--- src/rtl/stack_machine_alu_unit_assert.svh ---
// Assertion macros shared by the stack machine RTL.
`ifndef STACK_MACHINE_ALU_UNIT_ASSERT_SVH
`define STACK_MACHINE_ALU_UNIT_ASSERT_SVH
// Checks that an antecedent implies a consequent at the same edge.
`define SMA_ASSERT_IMPLY(label, clk, rst_n, ante, cons, msg) \
    label: assert property (@(posedge clk) disable iff (!rst_n) (ante) |-> (cons)) \
        else $error(msg);
// Checks that an antecedent implies a consequent at the next edge.
`define SMA_ASSERT_NEXT(label, clk, rst_n, ante, cons, msg) \
    label: assert property (@(posedge clk) disable iff (!rst_n) (ante) |=> (cons)) \
        else $error(msg);
`endif

--- src/rtl/sma_pkg.sv ---
//------------------------------------------------------------------------------
// Stack machine package
// Shared types, beat formats, codes and sizes for the stack machine ALU.
//------------------------------------------------------------------------------
`default_nettype none

package sma_pkg;

    localparam int StackDepth = 32;
    localparam int AddrW = $clog2(StackDepth);
    localparam int CountW = $clog2(StackDepth + 1);
    localparam logic [6:0] NewlineCode = 7'd10;
    localparam logic signed [31:0] CharMax = 32'sd127;

    typedef enum logic [2:0] {
        CMD_PUSH  = 3'd0,
        CMD_MUL   = 3'd1,
        CMD_MOD   = 3'd2,
        CMD_PCHAR = 3'd3,
        CMD_PSTR  = 3'd4,
        CMD_ROTL  = 3'd5
    } cmd_t;

    typedef enum logic [2:0] {
        ST_OK       = 3'd0,
        ST_SHORT    = 3'd1,
        ST_DIVZERO  = 3'd2,
        ST_EMPTY    = 3'd3,
        ST_RANGE    = 3'd4,
        ST_OVERFLOW = 3'd5
    } status_t;

    typedef struct packed {
        logic [2:0]         command;
        logic signed [31:0] push_value;
    } in_beat_t;

    typedef struct packed {
        logic       is_char;
        logic [6:0] char_code;
        logic [2:0] status;
        logic       last;
    } out_beat_t;

    typedef enum logic [3:0] {
        S_IDLE,
        S_RD_TOP,
        S_WAIT_TOP,
        S_RD_NEXT,
        S_WAIT_NEXT,
        S_ARITH,
        S_WRITE,
        S_PSTR_RD,
        S_PSTR_CHK,
        S_ROT_RD,
        S_ROT_MOVE,
        S_EMIT
    } state_t;

    typedef struct packed {
        logic        start;
        logic        is_mod;
        logic [31:0] a;
        logic [31:0] b;
    } arith_req_t;

    typedef struct packed {
        logic        done;
        logic [31:0] result;
    } arith_rsp_t;

endpackage

`default_nettype wire

--- src/rtl/sma_ram.sv ---
//------------------------------------------------------------------------------
// Generic RAM
// Single write port and single read port with registered read data.
//------------------------------------------------------------------------------
`default_nettype none

module sma_ram #(
    parameter int Width = 32,
    parameter int Depth = 32
) (
    input  wire logic                     clk,
    input  wire logic                     wr_en,
    input  wire logic [$clog2(Depth)-1:0] wr_addr,
    input  wire logic [Width-1:0]         wr_data,
    input  wire logic [$clog2(Depth)-1:0] rd_addr,
    output logic      [Width-1:0]         rd_data
);

    logic [Width-1:0] mem [Depth];

    always_ff @(posedge clk)
    begin
        if (wr_en)
        begin
            mem[wr_addr] <= wr_data;
        end
        rd_data <= mem[rd_addr];
    end

endmodule

`default_nettype wire

--- src/rtl/sma_arith.sv ---
//------------------------------------------------------------------------------
// Stack machine arithmetic unit
// Shift and add multiplier and restoring divider; the divider uses a 33-bit trial subtract.
//------------------------------------------------------------------------------
`default_nettype none

module sma_arith
    import sma_pkg::*;
(
    input  wire logic       clk,
    input  wire logic       rst_n,
    input  wire arith_req_t req,
    output arith_rsp_t      rsp
);

    logic        busy_reg, busy_next;
    logic [5:0]  cnt_reg, cnt_next;
    logic        mod_reg, mod_next;
    logic        neg_reg, neg_next;
    logic [31:0] acc_reg, acc_next;
    logic [31:0] q_reg, q_next;
    logic [31:0] b_reg, b_next;
    logic        done_reg, done_next;
    logic [32:0] trial;
    logic [31:0] shifted;

    always_ff @(posedge clk or negedge rst_n)
    begin
        if (!rst_n)
        begin
            busy_reg <= 1'b0;
            done_reg <= 1'b0;
        end
        else
        begin
            busy_reg <= busy_next;
            done_reg <= done_next;
        end
    end

    always_ff @(posedge clk)
    begin
        cnt_reg <= cnt_next;
        mod_reg <= mod_next;
        neg_reg <= neg_next;
        acc_reg <= acc_next;
        q_reg   <= q_next;
        b_reg   <= b_next;
    end

    always_comb
    begin
        busy_next = busy_reg;
        done_next = 1'b0;
        cnt_next  = cnt_reg;
        mod_next  = mod_reg;
        neg_next  = neg_reg;
        acc_next  = acc_reg;
        q_next    = q_reg;
        b_next    = b_reg;
        shifted   = {acc_reg[30:0], q_reg[31]};
        trial     = {1'b0, shifted} - {1'b0, b_reg};
        if (req.start)
        begin
            busy_next = 1'b1;
            cnt_next  = 6'd0;
            mod_next  = req.is_mod;
            acc_next  = 32'd0;
            if (req.is_mod)
            begin
                neg_next = req.a[31];
                q_next   = req.a[31] ? (32'd0 - req.a) : req.a;
                b_next   = req.b[31] ? (32'd0 - req.b) : req.b;
            end
            else
            begin
                neg_next = 1'b0;
                q_next   = req.a;
                b_next   = req.b;
            end
        end
        else if (busy_reg)
        begin
            if (mod_reg)
            begin
                q_next = {q_reg[30:0], 1'b0};
                if (!trial[32])
                begin
                    acc_next = trial[31:0];
                end
                else
                begin
                    acc_next = shifted;
                end
            end
            else
            begin
                if (b_reg[cnt_reg[4:0]])
                begin
                    acc_next = acc_reg + q_reg;
                end
                q_next = {q_reg[30:0], 1'b0};
            end
            cnt_next = cnt_reg + 6'd1;
            if (cnt_reg == 6'd31)
            begin
                busy_next = 1'b0;
                done_next = 1'b1;
            end
        end
    end

    assign rsp.done   = done_reg;
    assign rsp.result = (mod_reg && neg_reg) ? (32'd0 - acc_reg) : acc_reg;

endmodule

`default_nettype wire

--- src/rtl/stack_machine_alu_unit.sv ---
//------------------------------------------------------------------------------
// Stack machine ALU unit
// Bounded stack of signed words driven by push, mul, mod, pchar, pstr, rotl.
//------------------------------------------------------------------------------
// One command is taken at a time and the input is stalled until its last
// result beat is taken. Mul and mod run on the 32-step shared multiply/divide
// unit, and rotl moves the stack one word at a time, set by the single read
// port of the stack RAM.
// An output register holds each result beat until it is taken.
`default_nettype none

module stack_machine_alu_unit
    import sma_pkg::*;
(
    input  wire logic      clk,
    input  wire logic      rst_n,
    input  wire logic      in_valid,
    output logic           in_stall,
    input  wire in_beat_t  in_data,
    output logic           out_valid,
    input  wire logic      out_stall,
    output out_beat_t      out_data
);

`include "stack_machine_alu_unit_assert.svh"

    state_t              state_reg, state_next;
    logic [CountW-1:0]   count_reg, count_next;
    logic [2:0]          cmd_reg, cmd_next;
    logic [31:0]         top_reg, top_next;
    logic [CountW-1:0]   idx_reg, idx_next;
    logic                ov_reg, ov_next;
    out_beat_t           ob_reg, ob_next;
    state_t              after_reg, after_next;

    logic                wr_en;
    logic [AddrW-1:0]    wr_addr, rd_addr;
    logic [31:0]         wr_data, rd_data;
    arith_req_t          areq;
    arith_rsp_t          arsp;
    logic                in_acc;
    logic signed [31:0]  rd_s;

    sma_ram #(.Width(32), .Depth(StackDepth)) u_ram (
        .clk     (clk),
        .wr_en   (wr_en),
        .wr_addr (wr_addr),
        .wr_data (wr_data),
        .rd_addr (rd_addr),
        .rd_data (rd_data)
    );

    sma_arith u_arith (
        .clk   (clk),
        .rst_n (rst_n),
        .req   (areq),
        .rsp   (arsp)
    );

    assign in_stall  = (state_reg != S_IDLE);
    assign in_acc    = in_valid && !in_stall;
    assign out_valid = ov_reg;
    assign out_data  = ob_reg;
    assign rd_s      = rd_data;

    always_ff @(posedge clk or negedge rst_n)
    begin
        if (!rst_n)
        begin
            state_reg <= S_IDLE;
            count_reg <= '0;
            ov_reg    <= 1'b0;
        end
        else
        begin
            state_reg <= state_next;
            count_reg <= count_next;
            ov_reg    <= ov_next;
        end
    end

    always_ff @(posedge clk)
    begin
        cmd_reg   <= cmd_next;
        top_reg   <= top_next;
        idx_reg   <= idx_next;
        ob_reg    <= ob_next;
        after_reg <= after_next;
    end

    always_comb
    begin
        state_next = state_reg;
        count_next = count_reg;
        cmd_next   = cmd_reg;
        top_next   = top_reg;
        idx_next   = idx_reg;
        ov_next    = ov_reg && out_stall;
        ob_next    = ob_reg;
        after_next = after_reg;
        wr_en      = 1'b0;
        wr_addr    = idx_reg[AddrW-1:0];
        wr_data    = top_reg;
        rd_addr    = idx_reg[AddrW-1:0];
        areq       = '0;
        case (state_reg)
            S_IDLE:
            begin
                if (in_acc)
                begin
                    cmd_next   = in_data.command;
                    ob_next    = '{is_char: 1'b0, char_code: 7'd0, status: ST_OK, last: 1'b1};
                    after_next = S_IDLE;
                    state_next = S_EMIT;
                    case (in_data.command)
                        CMD_PUSH:
                        begin
                            if (count_reg >= CountW'(StackDepth))
                            begin
                                ob_next.status = ST_OVERFLOW;
                            end
                            else
                            begin
                                wr_en      = 1'b1;
                                wr_addr    = count_reg[AddrW-1:0];
                                wr_data    = in_data.push_value;
                                count_next = count_reg + CountW'(1);
                            end
                        end
                        CMD_MUL, CMD_MOD:
                        begin
                            if (count_reg < CountW'(2))
                            begin
                                ob_next.status = ST_SHORT;
                            end
                            else
                            begin
                                idx_next   = count_reg - CountW'(1);
                                state_next = S_RD_TOP;
                            end
                        end
                        CMD_PCHAR:
                        begin
                            if (count_reg == '0)
                            begin
                                ob_next.status = ST_EMPTY;
                            end
                            else
                            begin
                                idx_next   = count_reg - CountW'(1);
                                state_next = S_RD_TOP;
                            end
                        end
                        CMD_PSTR:
                        begin
                            idx_next   = count_reg;
                            state_next = S_PSTR_RD;
                        end
                        CMD_ROTL:
                        begin
                            if (count_reg != '0)
                            begin
                                idx_next   = count_reg - CountW'(1);
                                state_next = S_RD_TOP;
                            end
                        end
                        default:
                        begin
                        end
                    endcase
                end
            end
            S_RD_TOP:
            begin
                state_next = S_WAIT_TOP;
            end
            S_WAIT_TOP:
            begin
                top_next = rd_data;
                if (cmd_reg == CMD_PCHAR)
                begin
                    if (rd_s < 0 || rd_s > CharMax)
                    begin
                        ob_next.status = ST_RANGE;
                        state_next     = S_EMIT;
                    end
                    else
                    begin
                        ob_next    = '{is_char: 1'b1, char_code: rd_data[6:0],
                                       status: ST_OK, last: 1'b0};
                        after_next = S_EMIT;
                        state_next = S_EMIT;
                    end
                end
                else if (cmd_reg == CMD_ROTL)
                begin
                    state_next = S_ROT_RD;
                end
                else
                begin
                    idx_next   = idx_reg - CountW'(1);
                    state_next = S_RD_NEXT;
                end
            end
            S_RD_NEXT:
            begin
                state_next = S_WAIT_NEXT;
            end
            S_WAIT_NEXT:
            begin
                if (cmd_reg == CMD_MOD && top_reg == 32'd0)
                begin
                    ob_next.status = ST_DIVZERO;
                    state_next     = S_EMIT;
                end
                else
                begin
                    areq.start  = 1'b1;
                    areq.is_mod = (cmd_reg == CMD_MOD);
                    areq.a      = rd_data;
                    areq.b      = top_reg;
                    state_next  = S_ARITH;
                end
            end
            S_ARITH:
            begin
                if (arsp.done)
                begin
                    wr_en      = 1'b1;
                    wr_data    = arsp.result;
                    count_next = count_reg - CountW'(1);
                    state_next = S_EMIT;
                end
            end
            S_PSTR_RD:
            begin
                if (idx_reg == '0)
                begin
                    ob_next    = '{is_char: 1'b1, char_code: NewlineCode,
                                   status: ST_OK, last: 1'b1};
                    after_next = S_IDLE;
                    state_next = S_EMIT;
                end
                else
                begin
                    rd_addr    = AddrW'(idx_reg - CountW'(1));
                    state_next = S_PSTR_CHK;
                end
            end
            S_PSTR_CHK:
            begin
                if (rd_s <= 0 || rd_s > CharMax)
                begin
                    ob_next    = '{is_char: 1'b1, char_code: NewlineCode,
                                   status: ST_OK, last: 1'b1};
                    after_next = S_IDLE;
                end
                else
                begin
                    ob_next    = '{is_char: 1'b1, char_code: rd_data[6:0],
                                   status: ST_OK, last: 1'b0};
                    idx_next   = idx_reg - CountW'(1);
                    after_next = S_PSTR_RD;
                end
                state_next = S_EMIT;
            end
            S_ROT_RD:
            begin
                if (idx_reg == '0)
                begin
                    wr_en      = 1'b1;
                    wr_addr    = '0;
                    wr_data    = top_reg;
                    state_next = S_EMIT;
                end
                else
                begin
                    rd_addr    = AddrW'(idx_reg - CountW'(1));
                    state_next = S_ROT_MOVE;
                end
            end
            S_ROT_MOVE:
            begin
                wr_en      = 1'b1;
                wr_addr    = idx_reg[AddrW-1:0];
                wr_data    = rd_data;
                idx_next   = idx_reg - CountW'(1);
                state_next = S_ROT_RD;
            end
            S_EMIT:
            begin
                if (!ov_reg)
                begin
                    ov_next = 1'b1;
                    if (after_reg == S_EMIT)
                    begin
                        state_next = S_EMIT;
                    end
                    else
                    begin
                        state_next = (after_reg == S_PSTR_RD) ? S_PSTR_RD : S_IDLE;
                    end
                end
                if (after_reg == S_EMIT && !ov_reg)
                begin
                    after_next = S_IDLE;
                    state_next = S_EMIT;
                end
                if (after_reg == S_IDLE && !ov_reg && ob_reg.is_char && !ob_reg.last)
                begin
                    state_next = S_EMIT;
                end
                if (ov_reg && !out_stall && ob_reg.is_char && !ob_reg.last
                    && cmd_reg == CMD_PCHAR)
                begin
                    ob_next    = '{is_char: 1'b1, char_code: NewlineCode,
                                   status: ST_OK, last: 1'b1};
                    after_next = S_IDLE;
                    state_next = S_EMIT;
                end
                else if (ov_reg && out_stall)
                begin
                    state_next = S_EMIT;
                end
                else if (ov_reg && !out_stall)
                begin
                    state_next = (after_reg == S_PSTR_RD) ? S_PSTR_RD : S_IDLE;
                    if (after_reg == S_PSTR_RD)
                    begin
                        ov_next = 1'b0;
                    end
                end
                else if (!ov_reg)
                begin
                    state_next = S_EMIT;
                end
            end
            default:
            begin
                state_next = S_IDLE;
            end
        endcase
    end

    `SMA_ASSERT_IMPLY(a_no_accept_busy, clk, rst_n, state_reg != S_IDLE, in_stall,
        "input accepted while busy")
    `SMA_ASSERT_IMPLY(a_count_bound, clk, rst_n, 1'b1, count_reg <= CountW'(StackDepth),
        "stack count beyond depth")
    `SMA_ASSERT_NEXT(a_out_hold, clk, rst_n, out_valid && out_stall, out_valid,
        "result beat dropped while stalled")
    `SMA_ASSERT_IMPLY(a_idle_no_out, clk, rst_n, state_reg == S_IDLE, !out_valid,
        "result beat pending while idle")

endmodule

`default_nettype wire
--- config.mk ---
export PLATFORM = sky130hd
export DESIGN_NAME = stack_machine_alu_unit
export DESIGN_NICKNAME = d
export VERILOG_FILES = /design/src/rtl/sma_pkg.sv /design/src/rtl/sma_ram.sv /design/src/rtl/sma_arith.sv /design/src/rtl/stack_machine_alu_unit.sv
export VERILOG_INCLUDE_DIRS = /design/src /design/src/rtl
export SDC_FILE = /design/constraint.sdc
export NUM_CORES = 2
export LEC_CHECK = 0
export BUFFER_PORTS_ARGS = -buffer_cell sky130_fd_sc_hd__buf_2
export CAP_MARGIN = 5
export CELL_PAD_IN_SITES_DETAIL_PLACEMENT = 0
export CELL_PAD_IN_SITES_GLOBAL_PLACEMENT = 1
export CORE_ASPECT_RATIO = 0.6
export CORE_MARGIN = 5
export CORE_UTILIZATION = 45
export DETAILED_ROUTE_END_ITERATION = 12
export HOLD_SLACK_MARGIN = 0.05
export PLACE_DENSITY = 0.79
export REMOVE_ABC_BUFFERS = 1
export SLEW_MARGIN = 10
export SYNTH_ARGS = -nofsm -noshare
export SYNTH_HDL_FRONTEND = slang
export SYNTH_SLANG_ARGS = --single-unit
--- constraint.sdc ---
create_clock -name clk -period 6.5 [get_ports clk]
set_clock_uncertainty 0.05 [all_clocks]
set_input_delay 1.3 -clock clk [delete_from_list [all_inputs] [get_ports clk]]
set_output_delay 1.3 -clock clk [all_outputs]
set_load 0.01 [all_outputs]
==> impl_metrics.json <==
{
  "outcome": "complete, no violations",
  "dp_hpwl_mm": 108,
  "clockBufferDepth": 3,
  "firstDrtPassIters": 8,
  "crit_path_end": "u_ram.mem[29][29]",
  "endpoint_kind": "register",
  "drt-total-wl_mm": 172,
  "setup_viol": 0,
  "htreeDepth": 3,
  "drcViolationCount": 0,
  "cp_top_family": "simple AND/OR/NAND/NOR gates",
  "final_nets": 4871,
  "critPathLaunchType": "register",
  "die_x_um": 462,
  "cp.required_ns": 6.82,
  "max_stage_delay_ns": 0.93,
  "grt.total_usage_pct": 26.1,
  "drv_cap": 0,
  "hp-class": "in2async",
  "avgSynthCellArea_sq_um": 11.6,
  "crit_chain": "or4_1 > nor4_1 > nand3_1 > nor4_1 > nand3b_1 > o41ai_1 > xor2_1 > o21ai_0 > o21ai_0 > nand2_1",
  "p_sw_share_pct": 19.6,
  "globalplace.congestion": 0.960,
  "synth_cells": 4769,
  "crit_slowest_cell": "nor4_1",
  "grt_max_degree": 102,
  "first_iter_violations": 6115,
  "leakage_nw": 21.6,
  "critical_path_class": "reg2reg",
  "synth.yosys.seq_area_share_pct": 65.5,
  "io_buffer_count": 52,
  "rr_startpoint": "u_arith.acc_reg[2]",
  "initial_core_util_pct": 45.4,
  "reg2reg_depth": 10,
  "place_ws_ns": 1.41,
  "grt-ovfl-total": 0,
  "pwr-share-seq_pct": 55.5,
  "largest_reg_flops": 1024,
  "netlist_area_sq_mm": 0.0552,
  "grt_pass1_vias": 36500,
  "synth_top_flop_cell": "edfxtp_1",
  "wire_per_inst_um": 26.6,
  "p_comb_share_pct": 0.2,
  "cp_num_cells": 10,
  "grt_first_pass_wirelength_mm": 251,
  "finalCritPeriodShare_pct": 83.4,
  "reg2reg_slack_ns": 1.08,
  "seq_area_sq_mm": 0.0361,
  "cts_tree": "yes",
  "fin_crit_ns": 5.42,
  "async_flop_share_pct": 1.06,
  "largest_register": "u_ram.mem",
  "multiInputGateArea_sq_mm": 0.0181,
  "synth_seq_cells": 1229,
  "p_clk_share_pct": 44.3,
  "die_area_sq_mm": 0.130,
  "fmaxAchievable_ghz": 0.184,
  "numCtsBuffers": 106,
  "worst_pin_slew_ns": 1.32,
  "cts_setup_buffers": 0,
  "syn_to_final_growth_pct": 11.9,
  "die_h_um": 281,
  "cts_root_buf": "clkbuf_16",
  "ios": 53,
  "vias_per_cell": 6.19,
  "drive_gt1_share_pct": 9.75,
  "hold_violations": 0,
  "fillers": 10500,
  "critPathArrivalTime_ns": 5.74,
  "yosysUniqueCellTypes": 70,
  "clk_pin_slew_worst_paths_ns": 0.07,
  "cellPowerDensity_mw_per_mm2": 248,
  "rsz0062_at_grt": "no",
  "crit_buf_inv": 0,
  "worstReg2RegEnd": "u_ram.mem[29][29]",
  "peakVddDrop_mv": 0.217,
  "rows": 99,
  "coreArea_sq_mm": 0.122,
  "clkSinkCount": 1229,
  "clkLatencyLatePin_ns": 0.74,
  "fin_ws_ns": 1.08,
  "power_w": 0.0153,
  "synth_edf_count": 1146,
  "cts_hold_buf": 0,
  "cp-startpoint": "u_arith.acc_reg[2]",
  "ant_nets": 0,
  "crit_path_max_fanout": 32,
  "antenna_found_initial": 3,
  "drv_slew": 0,
  "via_count": 40100,
  "cts_resized": 0,
  "yosysWarningCount": 0,
  "switchingPower_w": 0.00301,
  "p_int_w": 0.0123,
  "relSlewSlack_pct": 11.5
}
## synth_stat cells (46+ instances only)
| cell type | instances | area (sq um) |
|---|---|---|
| xnor2_1 | 79 | 692 |
| nor2_1 | 171 | 642 |
| a21oi_1 | 118 | 591 |
| edfxtp_1 | 1146 | 34400 |
| xor2_1 | 73 | 639 |
| dfxtp_1 | 70 | 1400 |
| o21ai_0 | 189 | 946 |
| clkbuf_1 | 267 | 1000 |
| and3_1 | 139 | 870 |
| ha_1 | 71 | 888 |
| nand2_1 | 1223 | 4590 |
| a311oi_1 | 195 | 1710 |
| nand3_1 | 387 | 1940 |
| nor3_1 | 46 | 230 |
| o31ai_1 | 49 | 368 |
| inv_1 | 72 | 270 |
## routing by layer
layer  track usage (%)  wire (um)  share of wire (%)
met5             0.659        119              0.069
met4              4.24       2450                1.4
met3              8.40      24100                 14
met2              32.9      65100                 38
met1              43.2      80200                 47
## cell type report
| type | instances | share of cell area, % |
|---|---|---|
| clock inverters | 58 | 1.13 |
| well taps | 1616 | 3.27 |
| flip-flops and latches | 1229 | 58.5 |
| diodes | 3 | 0.0122 |
| clock buffers | 143 | 4.85 |
| inverters | 73 | 0.444 |
| repair buffers | 184 | 2.39 |
| multi-input cells | 3165 | 29.4 |
## kinds of logic (layout without fill, tap and decap cells)
logic type      Yosys count  count (layout)  synth area share, %
xor+xnor                152             152                 2.41
simple gates           2105            2105                 16.7
mux                      43              43                 1.04
buf+inv                 375             458                 2.55
compound gates          792             792                 10.2
other cells               0               3                    0
fa+ha+maj                73              73                 1.68
flops                  1229            1229                 65.5
## power groups by stage
stage	combinational [W]	clock (W)	sequential [W]
4_1_cts	0.0000305	0.00686	0.00851
6_report	0.0000304	0.00680	0.00851
5_1_grt	0.0000324	0.00722	0.00850
3_5_place_dp	0.0000303	0	0.00868
2_1_floorplan	0.00000663	0	0.00868
3_3_place_gp	0.0000304	0	0.00868
## worst min path at each step
stage                       start            endpoint  depth (start not counted)
4_1_cts                     rst_n           out_valid                          1
6_report                    rst_n        state_reg[0]                          1
2_1_floorplan    u_ram.rd_data[0]          top_reg[0]                          0
3_5_place_dp   u_arith.cnt_reg[5]  u_arith.cnt_reg[5]                          2
5_1_grt                     rst_n        state_reg[0]                          1
3_3_place_gp   u_arith.cnt_reg[5]  u_arith.cnt_reg[5]                          2
## placed cells by master, fill, tap and decap left out, types with 71 or more instances in the layout
cell and n:
nand2_1 1223, edfxtp_1 1146, nand3_1 387, a311oi_1 195, o21ai_0 170, and3_1 139
nor2_1 135, a21oi_1 116, buf_4 114, clkbuf_16 108, xnor2_1 79, xor2_1 73
inv_1 71, ha_1 71
## stage by stage
stage                     util [%]  hold slack [ns]  TNS, ns  instance area [sq um]  instances
final                         50.8            0.442        0                  61800       6471
after global routing          50.8            0.440        0                  61700       6468
after CTS                     50.7            0.406        0                  61700       6468
after detailed placement      47.7            0.455        0                  58000       6267
after global placement        47.7            0.459        0                  58000       6267
after floorplan                  -            0.400  -460.58                  54100       4467
Power figures use the tool's default switching activity.
